===== config.mk =====
export PLATFORM = sky130hd
export DESIGN_NAME = daylight_dimming_sequencer_unit_flat
export DESIGN_NICKNAME = d
export VERILOG_FILES = /design/src/design/dds_pkg.sv /design/src/design/dds_in_if.sv /design/src/design/dds_out_if.sv /design/src/design/dds_ctrl.sv /design/src/design/dds_dpath.sv /design/src/design/daylight_dimming_sequencer_unit.sv /design/src/flat_wrapper.sv
export SDC_FILE = /design/constraint.sdc
export NUM_CORES = 2
export LEC_CHECK = 0
export BUFFER_PORTS_ARGS = -buffer_cell sky130_fd_sc_hd__buf_2
export CAP_MARGIN = 25
export CORE_MARGIN = 8
export CORE_UTILIZATION = 59
export CTS_CLUSTER_SIZE = 24
export DETAILED_ROUTE_END_ITERATION = 8
export GPL_ROUTABILITY_DRIVEN = 0
export PLACE_DENSITY_LB_ADDON = 0.05
export SYNTH_ARGS = -nofsm -noshare
export SYNTH_HDL_FRONTEND = slang
export SYNTH_SLANG_ARGS = --single-unit

===== constraint.sdc =====
create_clock -name clk_i -period 7.7 [get_ports clk_i]
set_clock_uncertainty 0.15 [all_clocks]
set_input_delay 0.385 -clock clk_i [delete_from_list [all_inputs] [get_ports clk_i]]
set_output_delay 0.385 -clock clk_i [all_outputs]
set_load 0.1 [all_outputs]

===== src/design/dds_pkg.sv =====
// ----------------------------------------------------------------------------
// dds_pkg: shared types and constants of the daylight dimming sequencer
// Controller states, command and status bundles, register indexes and the
// brightness curve.
// ----------------------------------------------------------------------------
`default_nettype none

package dds_pkg;

  // Configuration register indexes
  typedef enum logic [2:0] {
    CFG_RISE_HOUR = 3'd0,
    CFG_RISE_MIN  = 3'd1,
    CFG_RISE_SEC  = 3'd2,
    CFG_SET_HOUR  = 3'd3,
    CFG_SET_MIN   = 3'd4,
    CFG_SET_SEC   = 3'd5,
    CFG_SEC_TICK  = 3'd6,
    CFG_TICK_DAY  = 3'd7
  } dds_cfg_e;

  localparam int CFG_IDX_W  = 3;
  localparam int CFG_DATA_W = 16;

  // Time of day in seconds, taken at face value from 5/6/6-bit fields
  localparam int TIME_W        = 17;
  localparam int SEC_PER_HOUR  = 3600;
  localparam int SEC_PER_MIN   = 60;

  // Segment arithmetic
  localparam int SEG_W     = 6;
  localparam int SEG_COUNT = 39;
  localparam int SEG_FOLD  = 20;
  localparam int IDX_W     = 5;
  localparam int LO_W      = 18;
  localparam int SEGLEN_W  = 12;

  // Divide by 39 for values below 2^17: q = (x * RECIP) >> RECIP_SHIFT
  localparam int RECIP       = 215093;
  localparam int RECIP_SHIFT = 23;
  localparam int RECIP_W     = 18;
  localparam int RPROD_W     = TIME_W + RECIP_W;

  localparam int DUTY_W = 10;
  localparam int SIM_W  = 32;
  localparam int SAT_W  = 48;

  typedef enum logic [2:0] {
    ST_IDLE,
    ST_MUL,
    ST_DIV,
    ST_BASE,
    ST_SEARCH,
    ST_OUT
  } dds_state_e;

  typedef struct packed {
    logic load;
    logic mul;
    logic div;
    logic base;
    logic step;
    logic emit;
  } dds_cmd_t;

  typedef struct packed {
    logic hit;
    logic out_busy;
  } dds_stat_t;

  // Brightness curve, 1023 darkest
  function automatic logic [DUTY_W-1:0] duty_curve(input logic [IDX_W-1:0] idx);
    logic [DUTY_W-1:0] d;
    case (idx)
      5'd0:    d = 10'd1023;
      5'd1:    d = 10'd790;
      5'd2:    d = 10'd654;
      5'd3:    d = 10'd557;
      5'd4:    d = 10'd482;
      5'd5:    d = 10'd421;
      5'd6:    d = 10'd369;
      5'd7:    d = 10'd324;
      5'd8:    d = 10'd285;
      5'd9:    d = 10'd249;
      5'd10:   d = 10'd217;
      5'd11:   d = 10'd188;
      5'd12:   d = 10'd161;
      5'd13:   d = 10'd136;
      5'd14:   d = 10'd113;
      5'd15:   d = 10'd91;
      5'd16:   d = 10'd71;
      5'd17:   d = 10'd52;
      5'd18:   d = 10'd33;
      5'd19:   d = 10'd16;
      5'd20:   d = 10'd0;
      default: d = 10'd1023;
    endcase
    return d;
  endfunction

  // Fold segments above the midpoint back onto the curve
  function automatic logic [IDX_W-1:0] fold_seg(input logic [SEG_W-1:0] seg);
    logic [SEG_W-1:0] f;
    if (seg > SEG_W'(SEG_FOLD)) begin
      f = SEG_W'(SEG_COUNT) - seg;
    end else begin
      f = seg;
    end
    return f[IDX_W-1:0];
  endfunction

endpackage

`default_nettype wire


===== src/design/dds_in_if.sv =====
// ----------------------------------------------------------------------------
// dds_in_if: tick input channel
// Valid/ready channel carrying the restart flag of one tick.
// ----------------------------------------------------------------------------
`default_nettype none

interface dds_in_if;
  logic valid;
  logic ready;
  logic restart;

  modport source (output valid, output restart, input ready);
  modport sink   (input valid, input restart, output ready);
endinterface

`default_nettype wire


===== src/design/dds_out_if.sv =====
// ----------------------------------------------------------------------------
// dds_out_if: result output channel
// Valid/ready channel carrying duty, segment, daylight flag and scaled time.
// ----------------------------------------------------------------------------
`default_nettype none

interface dds_out_if;
  logic        valid;
  logic        ready;
  logic [9:0]  pwm_duty;
  logic [5:0]  segment_now;
  logic        in_daylight;
  logic [31:0] sim_time;

  modport source (output valid, output pwm_duty, output segment_now,
                  output in_daylight, output sim_time, input ready);
  modport sink   (input valid, input pwm_duty, input segment_now,
                  input in_daylight, input sim_time, output ready);
endinterface

`default_nettype wire


===== src/design/dds_ctrl.sv =====
// ----------------------------------------------------------------------------
// dds_ctrl: sequencer controller
// Walks one tick through multiply, divide, base, search and output steps.
// ----------------------------------------------------------------------------
`default_nettype none

module dds_ctrl (
  input  wire logic           clk_i,
  input  wire logic           rst_ni,
  input  wire logic           in_valid_i,
  output logic                in_ready_o,
  input  dds_pkg::dds_stat_t  stat_i,
  output dds_pkg::dds_cmd_t   cmd_o
);
  import dds_pkg::*;

  dds_state_e state_q, state_d;

  always_ff @(posedge clk_i or negedge rst_ni) begin
    if (!rst_ni) begin
      state_q <= ST_IDLE;
    end else begin
      state_q <= state_d;
    end
  end

  // Next state
  always_comb begin
    state_d = state_q;
    case (state_q)
      ST_IDLE:   if (in_valid_i) state_d = ST_MUL;
      ST_MUL:    state_d = ST_DIV;
      ST_DIV:    state_d = ST_BASE;
      ST_BASE:   state_d = ST_SEARCH;
      ST_SEARCH: if (stat_i.hit) state_d = ST_OUT;
      ST_OUT:    if (!stat_i.out_busy) state_d = ST_IDLE;
      default:   state_d = ST_IDLE;
    endcase
  end

  // Outputs
  always_comb begin
    cmd_o      = '0;
    in_ready_o = 1'b0;
    case (state_q)
      ST_IDLE: begin
        in_ready_o = 1'b1;
        cmd_o.load = in_valid_i;
      end
      ST_MUL:    cmd_o.mul  = 1'b1;
      ST_DIV:    cmd_o.div  = 1'b1;
      ST_BASE:   cmd_o.base = 1'b1;
      ST_SEARCH: cmd_o.step = !stat_i.hit;
      ST_OUT:    cmd_o.emit = !stat_i.out_busy;
      default:   cmd_o      = '0;
    endcase
  end

endmodule

`default_nettype wire


===== src/design/dds_dpath.sv =====
// ----------------------------------------------------------------------------
// dds_dpath: sequencer datapath
// Config registers, tick counter, scaled time, segment search and result.
// ----------------------------------------------------------------------------
`default_nettype none

module dds_dpath #(
  parameter int TICK_BITS = 16
) (
  input  wire logic                          clk_i,
  input  wire logic                          rst_ni,
  input  wire logic                          cfg_we_i,
  input  wire logic [dds_pkg::CFG_IDX_W-1:0]  cfg_idx_i,
  input  wire logic [dds_pkg::CFG_DATA_W-1:0] cfg_data_i,
  input  wire logic                          restart_i,
  input  dds_pkg::dds_cmd_t                  cmd_i,
  output dds_pkg::dds_stat_t                 stat_o,
  input  wire logic                          out_ready_i,
  output logic                               out_valid_o,
  output logic [dds_pkg::DUTY_W-1:0]         pwm_duty_o,
  output logic [dds_pkg::SEG_W-1:0]          segment_now_o,
  output logic                               in_daylight_o,
  output logic [dds_pkg::SIM_W-1:0]          sim_time_o
);
  import dds_pkg::*;

  localparam int PROD_W = TICK_BITS + CFG_DATA_W;
  localparam int CNT_W  = (TICK_BITS > CFG_DATA_W) ? TICK_BITS : CFG_DATA_W;

  // Configuration
  logic [4:0]            rise_h_q, set_h_q;
  logic [5:0]            rise_m_q, rise_s_q, set_m_q, set_s_q;
  logic [CFG_DATA_W-1:0] spt_q, tpd_q;

  always_ff @(posedge clk_i or negedge rst_ni) begin
    if (!rst_ni) begin
      rise_h_q <= 5'd7;
      rise_m_q <= '0;
      rise_s_q <= '0;
      set_h_q  <= 5'd21;
      set_m_q  <= '0;
      set_s_q  <= '0;
      spt_q    <= 16'd60;
      tpd_q    <= 16'd1440;
    end else if (cfg_we_i) begin
      case (cfg_idx_i)
        CFG_RISE_HOUR: rise_h_q <= cfg_data_i[4:0];
        CFG_RISE_MIN:  rise_m_q <= cfg_data_i[5:0];
        CFG_RISE_SEC:  rise_s_q <= cfg_data_i[5:0];
        CFG_SET_HOUR:  set_h_q  <= cfg_data_i[4:0];
        CFG_SET_MIN:   set_m_q  <= cfg_data_i[5:0];
        CFG_SET_SEC:   set_s_q  <= cfg_data_i[5:0];
        CFG_SEC_TICK:  spt_q    <= cfg_data_i;
        CFG_TICK_DAY:  tpd_q    <= cfg_data_i;
        default:       ;
      endcase
    end
  end

  // State
  logic [TICK_BITS-1:0] tick_q;
  logic [SEG_W-1:0]     seg_q;
  logic                 out_valid_q;

  // Work registers
  logic [PROD_W-1:0]   prod_q;
  logic [TIME_W-1:0]   rise_q, set_q;
  logic [SIM_W-1:0]    t_q;
  logic                day_q;
  logic [RPROD_W-1:0]  rprod_q;
  logic [SEGLEN_W-1:0] seglen_q;
  logic [LO_W-1:0]     lo_q;

  // Result registers
  logic [DUTY_W-1:0] duty_q;
  logic [SEG_W-1:0]  seg_out_q;
  logic              day_out_q;
  logic [SIM_W-1:0]  t_out_q;

  logic [TIME_W-1:0]    rise_d, set_d, diff;
  logic [SAT_W-1:0]     prod_ext;
  logic [SIM_W-1:0]     t_sat;
  logic [SEGLEN_W-1:0]  seglen_d;
  logic [LO_W-1:0]      hi;
  logic                 hit;
  logic [SEG_W-1:0]     seg_fin;
  logic [TICK_BITS-1:0] tick_inc;
  logic                 tick_wrap;

  always_comb begin
    rise_d = TIME_W'(rise_h_q) * TIME_W'(SEC_PER_HOUR) +
             TIME_W'(rise_m_q) * TIME_W'(SEC_PER_MIN) + TIME_W'(rise_s_q);
    set_d  = TIME_W'(set_h_q) * TIME_W'(SEC_PER_HOUR) +
             TIME_W'(set_m_q) * TIME_W'(SEC_PER_MIN) + TIME_W'(set_s_q);
    prod_ext = SAT_W'(prod_q);
    t_sat    = (|prod_ext[SAT_W-1:SIM_W]) ? '1 : prod_ext[SIM_W-1:0];
    diff     = set_q - rise_q;
    seglen_d = rprod_q[RPROD_W-1:RECIP_SHIFT];
    hi       = lo_q + LO_W'(seglen_q);
    hit      = !day_q || (seg_q >= SEG_W'(SEG_COUNT)) ||
               ((t_q >= SIM_W'(lo_q)) && (t_q <= SIM_W'(hi)));
    seg_fin  = day_q ? seg_q : '0;
    tick_inc  = tick_q + 1'b1;
    tick_wrap = (CNT_W'(tick_inc) == CNT_W'(tpd_q));
  end

  always_ff @(posedge clk_i or negedge rst_ni) begin
    if (!rst_ni) begin
      tick_q      <= '0;
      seg_q       <= '0;
      out_valid_q <= 1'b0;
    end else begin
      if (cmd_i.load && restart_i) begin
        tick_q <= '0;
        seg_q  <= '0;
      end else if (cmd_i.step) begin
        seg_q <= seg_q + 1'b1;
      end else if (cmd_i.emit) begin
        seg_q  <= seg_fin;
        tick_q <= tick_wrap ? '0 : tick_inc;
      end
      if (cmd_i.emit) begin
        out_valid_q <= 1'b1;
      end else if (out_ready_i) begin
        out_valid_q <= 1'b0;
      end
    end
  end

  always_ff @(posedge clk_i) begin
    if (cmd_i.mul) begin
      prod_q <= PROD_W'(tick_q) * PROD_W'(spt_q);
      rise_q <= rise_d;
      set_q  <= set_d;
    end
    if (cmd_i.div) begin
      t_q     <= t_sat;
      day_q   <= (t_sat >= SIM_W'(rise_q)) && (t_sat <= SIM_W'(set_q));
      rprod_q <= RPROD_W'(diff) * RPROD_W'(RECIP);
    end
    if (cmd_i.base) begin
      seglen_q <= seglen_d;
      lo_q     <= LO_W'(rise_q) + LO_W'(seg_q) * LO_W'(seglen_d);
    end
    if (cmd_i.step) begin
      lo_q <= hi;
    end
    if (cmd_i.emit) begin
      duty_q    <= duty_curve(fold_seg(seg_fin));
      seg_out_q <= seg_fin;
      day_out_q <= day_q;
      t_out_q   <= t_q;
    end
  end

  assign stat_o.hit      = hit;
  assign stat_o.out_busy = out_valid_q && !out_ready_i;

  assign out_valid_o   = out_valid_q;
  assign pwm_duty_o    = duty_q;
  assign segment_now_o = seg_out_q;
  assign in_daylight_o = day_out_q;
  assign sim_time_o    = t_out_q;

endmodule

`default_nettype wire


===== src/design/daylight_dimming_sequencer_unit.sv =====
// Each tick transfer runs through the multiply, divide, base, search and output states; the
// search advances one segment per step until the time falls in it (at most 39 steps).
// A new tick is taken only after the previous one is emitted; the search and a stalled output hold it off.
// A finished result waits in the output register while the next tick is taken.
// Reset (rst_ni low, async): counter and segment cleared, registers to 7:00:00,
// 21:00:00, 60 s per tick, 1440 ticks per day; no result pending.
// ----------------------------------------------------------------------------
// daylight_dimming_sequencer_unit: simulated-day PWM dimming sequencer
// Scales a tick counter to time of day, tracks the daylight segment and maps
// it through a brightness curve to a 10-bit duty.
// ----------------------------------------------------------------------------
`default_nettype none

module daylight_dimming_sequencer_unit #(
  parameter int TICK_BITS = 16
) (
  input  wire logic                           clk_i,
  input  wire logic                           rst_ni,
  input  wire logic                           cfg_we_i,
  input  wire logic [dds_pkg::CFG_IDX_W-1:0]  cfg_idx_i,
  input  wire logic [dds_pkg::CFG_DATA_W-1:0] cfg_data_i,
  dds_in_if.sink                              in_i,
  dds_out_if.source                           out_o
);
  import dds_pkg::*;

  dds_cmd_t  cmd;
  dds_stat_t stat;

  // Controller: one transfer in, then multiply, divide, base, search, emit
  dds_ctrl u_ctrl (
    .clk_i      (clk_i),
    .rst_ni     (rst_ni),
    .in_valid_i (in_i.valid),
    .in_ready_o (in_i.ready),
    .stat_i     (stat),
    .cmd_o      (cmd)
  );

  // Datapath: holds config, tick counter, segment and the output register
  dds_dpath #(
    .TICK_BITS (TICK_BITS)
  ) u_dpath (
    .clk_i         (clk_i),
    .rst_ni        (rst_ni),
    .cfg_we_i      (cfg_we_i),
    .cfg_idx_i     (cfg_idx_i),
    .cfg_data_i    (cfg_data_i),
    .restart_i     (in_i.restart),
    .cmd_i         (cmd),
    .stat_o        (stat),
    .out_ready_i   (out_o.ready),
    .out_valid_o   (out_o.valid),
    .pwm_duty_o    (out_o.pwm_duty),
    .segment_now_o (out_o.segment_now),
    .in_daylight_o (out_o.in_daylight),
    .sim_time_o    (out_o.sim_time)
  );

endmodule

`default_nettype wire

===== src/flat_wrapper.sv =====
// flat-port wrapper written by rule: the top's interface ports become plain ports
module daylight_dimming_sequencer_unit_flat import dds_pkg::*;
#(
  parameter int TICK_BITS = 16
)
  (clk_i, rst_ni, cfg_we_i, cfg_idx_i, cfg_data_i, in_i_valid, in_i_restart, in_i_ready, out_o_valid, out_o_pwm_duty, out_o_segment_now, out_o_in_daylight, out_o_sim_time, out_o_ready);
  dds_in_if in_i_i ();
  dds_out_if out_o_i ();
  input  wire logic clk_i;
  input  wire logic rst_ni;
  input  wire logic cfg_we_i;
  input  wire logic [dds_pkg::CFG_IDX_W-1:0] cfg_idx_i;
  input  wire logic [dds_pkg::CFG_DATA_W-1:0] cfg_data_i;
  input wire logic [$bits(in_i_i.valid)-1:0] in_i_valid;
  input wire logic [$bits(in_i_i.restart)-1:0] in_i_restart;
  output wire logic [$bits(in_i_i.ready)-1:0] in_i_ready;
  output wire logic [$bits(out_o_i.valid)-1:0] out_o_valid;
  output wire logic [$bits(out_o_i.pwm_duty)-1:0] out_o_pwm_duty;
  output wire logic [$bits(out_o_i.segment_now)-1:0] out_o_segment_now;
  output wire logic [$bits(out_o_i.in_daylight)-1:0] out_o_in_daylight;
  output wire logic [$bits(out_o_i.sim_time)-1:0] out_o_sim_time;
  input wire logic [$bits(out_o_i.ready)-1:0] out_o_ready;
  assign in_i_i.valid = in_i_valid;
  assign in_i_i.restart = in_i_restart;
  assign in_i_ready = in_i_i.ready;
  assign out_o_valid = out_o_i.valid;
  assign out_o_pwm_duty = out_o_i.pwm_duty;
  assign out_o_segment_now = out_o_i.segment_now;
  assign out_o_in_daylight = out_o_i.in_daylight;
  assign out_o_sim_time = out_o_i.sim_time;
  assign out_o_i.ready = out_o_ready;
  daylight_dimming_sequencer_unit #(.TICK_BITS(TICK_BITS)) u_core (.clk_i(clk_i), .rst_ni(rst_ni), .cfg_we_i(cfg_we_i), .cfg_idx_i(cfg_idx_i), .cfg_data_i(cfg_data_i), .in_i(in_i_i), .out_o(out_o_i));
endmodule

==> results_dict.tcl <==
set metrics [dict create \
    status "finished, final reports clean" \
    layout-drive-gt1-share_pct 9.52 \
    syn_to_final_growth_pct 9.37 \
    max_clock_freq_mhz 134 \
    tightest_slew_ns 0.975 \
    endpoint_kind "flip-flop" \
    maxCapViolCount 0 \
    cts_tree "yes" \
    die_h_um 249 \
    clk_path_buf_depth 3 \
    insertion_delay_ns 0.56 \
    rrSetupSlack_ns 0.22 \
    crit_path_top_delay_cell "fa_1" \
    boundaryPins 76 \
    synth_area_um2 32100 \
    ant_nets 0 \
    slew_headroom_pct 34.8 \
    worstHoldStart "cfg_data_i[0]" \
    crit_arrival_ns 7.63 \
    seq_area_frac_synth_pct 25.0 \
    initial_core_util_pct 59.7 \
    hold_path_class "in2reg" \
    syn_avg_cell_area_um2 10.1 \
    synth_edf_count 190 \
    grt_overflow 0 \
    synth_async_sr_flop_share_pct 32.6 \
    grt_pass1_wl_um 129000 \
    ys_types 77 \
    path_buf_inv 7 \
    cts_sinks 282 \
    grt_pass1_vias 24300 \
    path_clk_slew_ns 0.06 \
    slowest_delay_ns 0.54 \
    hold_end "u_core.u_dpath.rise_h_q[0]$_DFFE_PN1P_" \
    finalHoldViolations 0 \
    firstDrtPassIters 5 \
    finalSetupViolCount 0 \
    cts_root_buf "clkbuf_16" \
    wire_per_inst_um 19.8 \
    drc 0 \
    fin_cells 4015 \
    viasPerCell 5.71 \
    first_iter_violations 1320 \
    ys_warn_count 0 \
    grt_start_max_net_pins 74 \
    row_count 85 \
    ys_ff_latch 282 \
    ff2ff_path_depth 28 \
    nFillCells 4270 \
    required_ns 7.85 \
    crit_family "adder cells" \
    core-area_um2 53800 \
    fin_crit_ns 7.48 \
    cp_max_fo 4 \
    r2r-end "u_core.u_dpath.rprod_q[31]$_DFFE_PP_" \
    placedCellCount 3931 \
    synth_cells 3182 \
    whs_path_depth 3 \
    final_nets 4157 \
    synthFlopType "edfxtp_1" \
    crit_path_start_kind "flip-flop" \
    dr_total_vias 22900 \
    htreeDepth 2 \
    track_usage_pct 25.7 \
    hpwl_um 63900 \
    io_buffers 75 \
    dieArea_um2 62200 \
    numCtsBuffers 37 \
    period_share_pct 97.2 \
    antenna_cells 0 \
    antenna_found_initial 0 \
    syn_nets 4046 \
    wirelength_um 79500 \
    drv_slew 0 \
    path_class "reg2reg" \
    die_x_um 249 \
    rr_startpoint "u_core.u_dpath.rise_q[5]$_DFFE_PP_" \
]
[tightest hold or removal path, delay by kind of cell]
kind | cells | cell delay, ns
buffers and inverters | 1 | 0.18
AND/OR/NAND/NOR | 1 | 0.08
AO/OA/AOI/OAI | 1 | 0.07
[sequential cells by signal (all words and copies together) (netlist names), 10 cells and up]
name,flops
u_core.u_dpath.prod_q,32
u_core.u_dpath.sim_time_o,32
u_core.u_dpath.t_q,32
u_core.u_dpath.lo_q,18
u_core.u_dpath.rise_q,17
u_core.u_dpath.set_q,17
u_core.u_dpath.spt_q,16
u_core.u_dpath.tick_q,16
u_core.u_dpath.tpd_q,16
u_core.u_dpath.rprod_q,12
u_core.u_dpath.seglen_q,12
u_core.u_dpath.pwm_duty_o,10
[through the flow]
stage | hold slack (ns) | instance area (um2) | setup WS, ns | setup TNS [ns] | utilization [%]
6_report | 0.0249 | 35100 | 0.219 | 0 | 65.3
5_1_grt | 0.0117 | 35100 | -0.0521 | -0.148 | 65.3
4_1_cts | 0.000210 | 35000 | 0.0621 | 0 | 65.1
3_5_place_dp | 0.150 | 33600 | -0.120 | -0.477 | 62.3
3_3_place_gp | 0.143 | 33600 | 0.0746 | 0 | 62.3
2_1_floorplan | -0.0606 | 32100 | 0.384 | 0 | -
[layer usage]
layer	part of all wire, %	vias to the layer above	track usage (%)
met5	0	-	0
met4	3.9	0	9.58
met3	5.8	152	4.37
met2	47	617	42.5
met1	43	11400	33.7
li1	-	10700	-
[how the worst max path moves through the flow]
stage,from,to,depth (start not counted)
floorplan,u_core.u_dpath.rise_q[1]$_DFFE_PP_,u_core.u_dpath.rprod_q[34]$_DFFE_PP_,26
global placement,u_core.u_dpath.rise_q[0]$_DFFE_PP_,u_core.u_dpath.rprod_q[34]$_DFFE_PP_,27
detailed placement,u_core.u_dpath.rise_q[0]$_DFFE_PP_,u_core.u_dpath.rprod_q[34]$_DFFE_PP_,27
CTS,u_core.u_dpath.rise_q[0]$_DFFE_PP_,u_core.u_dpath.rprod_q[28]$_DFFE_PP_,29
global route,u_core.u_dpath.rise_q[0]$_DFFE_PP_,u_core.u_dpath.rprod_q[31]$_DFFE_PP_,28
finish,u_core.u_dpath.rise_q[5]$_DFFE_PP_,u_core.u_dpath.rprod_q[31]$_DFFE_PP_,28
[timing repair]
action	4_1_cts	5_1_grt
pin swaps	1	3
buffers inserted	1	1
endpoints found under the setup margin	7	10
hold buffers	14	0
resized for setup	3	17
endpoints found under the hold margin	42	0
[placed cells by master (no fill, tap or decap), types with 6 or more instances in the layout]
cell	instances
a211oi_1	16
a21o_1	47
a21oi_1	122
a31oi_1	15
and2_1	119
and3_1	18
buf_2	75
buf_4	71
bufinv_16	6
clkbuf_16	37
clkbuf_8	6
dfrtp_1	78
dfstp_2	14
dlygate4sd3_1	14
edfxtp_1	190
fa_1	346
ha_1	491
inv_1	562
inv_6	8
mux2_2	59
mux2i_1	13
nand2_1	326
nand2b_1	15
nand3_1	45
nand4_1	20
nor2_1	95
nor2b_1	14
nor3_1	40
nor4_1	11
o2111ai_1	6
o211ai_1	19
o21a_1	21
o21ai_0	83
o21bai_1	28
o31ai_1	8
or2_2	6
or3_1	7
xnor2_1	117
xor2_1	49
[synth_stat cells, types with 8 or more instances]
cell      instances  area share [%]
and3_1           18            0.35
nand2b_1         15            0.29
inv_1           563             6.6
nor2b_1          15            0.29
a21o_1           47             1.1
nand3_1          45            0.70
xor2_1           50             1.4
a211oi_1         16            0.37
o21ai_0          83             1.3
buf_1             8           0.093
mux2_2           59             2.1
a21oi_1         125             1.9
ha_1            492              19
and2_1          119             2.3
fa_1            347              22
o31ai_1           9            0.21
o211ai_1         19            0.44
dfrtp_1          78             6.1
clkbuf_1         76            0.89
mux2i_1          13            0.40
nand4_1          20            0.39
a31oi_1          15            0.29
nor4_1           11            0.21
o21bai_1         29            0.68
o21a_1           21            0.49
xnor2_1         118             3.2
nor3_1           41            0.64
nand2_1         326             3.8
dfstp_2          14             1.1
edfxtp_1        190              18
nor2_1           95             1.1
[kinds of logic after synthesis]
| family | Yosys count | synth area share (%) |
|---|---|---|
| flip-flops | 282 | 25.0 |
| AO/OA/AOI/OAI | 421 | 8.37 |
| multiplexers | 73 | 2.51 |
| AND/OR/NAND/NOR | 744 | 11.1 |
| adder cells (fa/ha/maj) | 839 | 40.8 |
| XOR/XNOR | 169 | 4.63 |
| buffers and inverters | 654 | 7.67 |
[area by class of cell]
class                           count  area, um2  share of cell area, %
Clock buffer                       45       1020                   2.89
Clock inverter                     20        280                  0.798
Inverter                          564       2120                   6.02
Multi-Input combinational cell   2246      21700                   61.9
Sequential cell                   282       8030                   22.8
Tap cell                          696        871                   2.48
Timing Repair Buffer              162       1090                   3.10
Power is not shown: default switching activity piles up to over one toggle a cycle in this logic, so the estimate is an artifact.
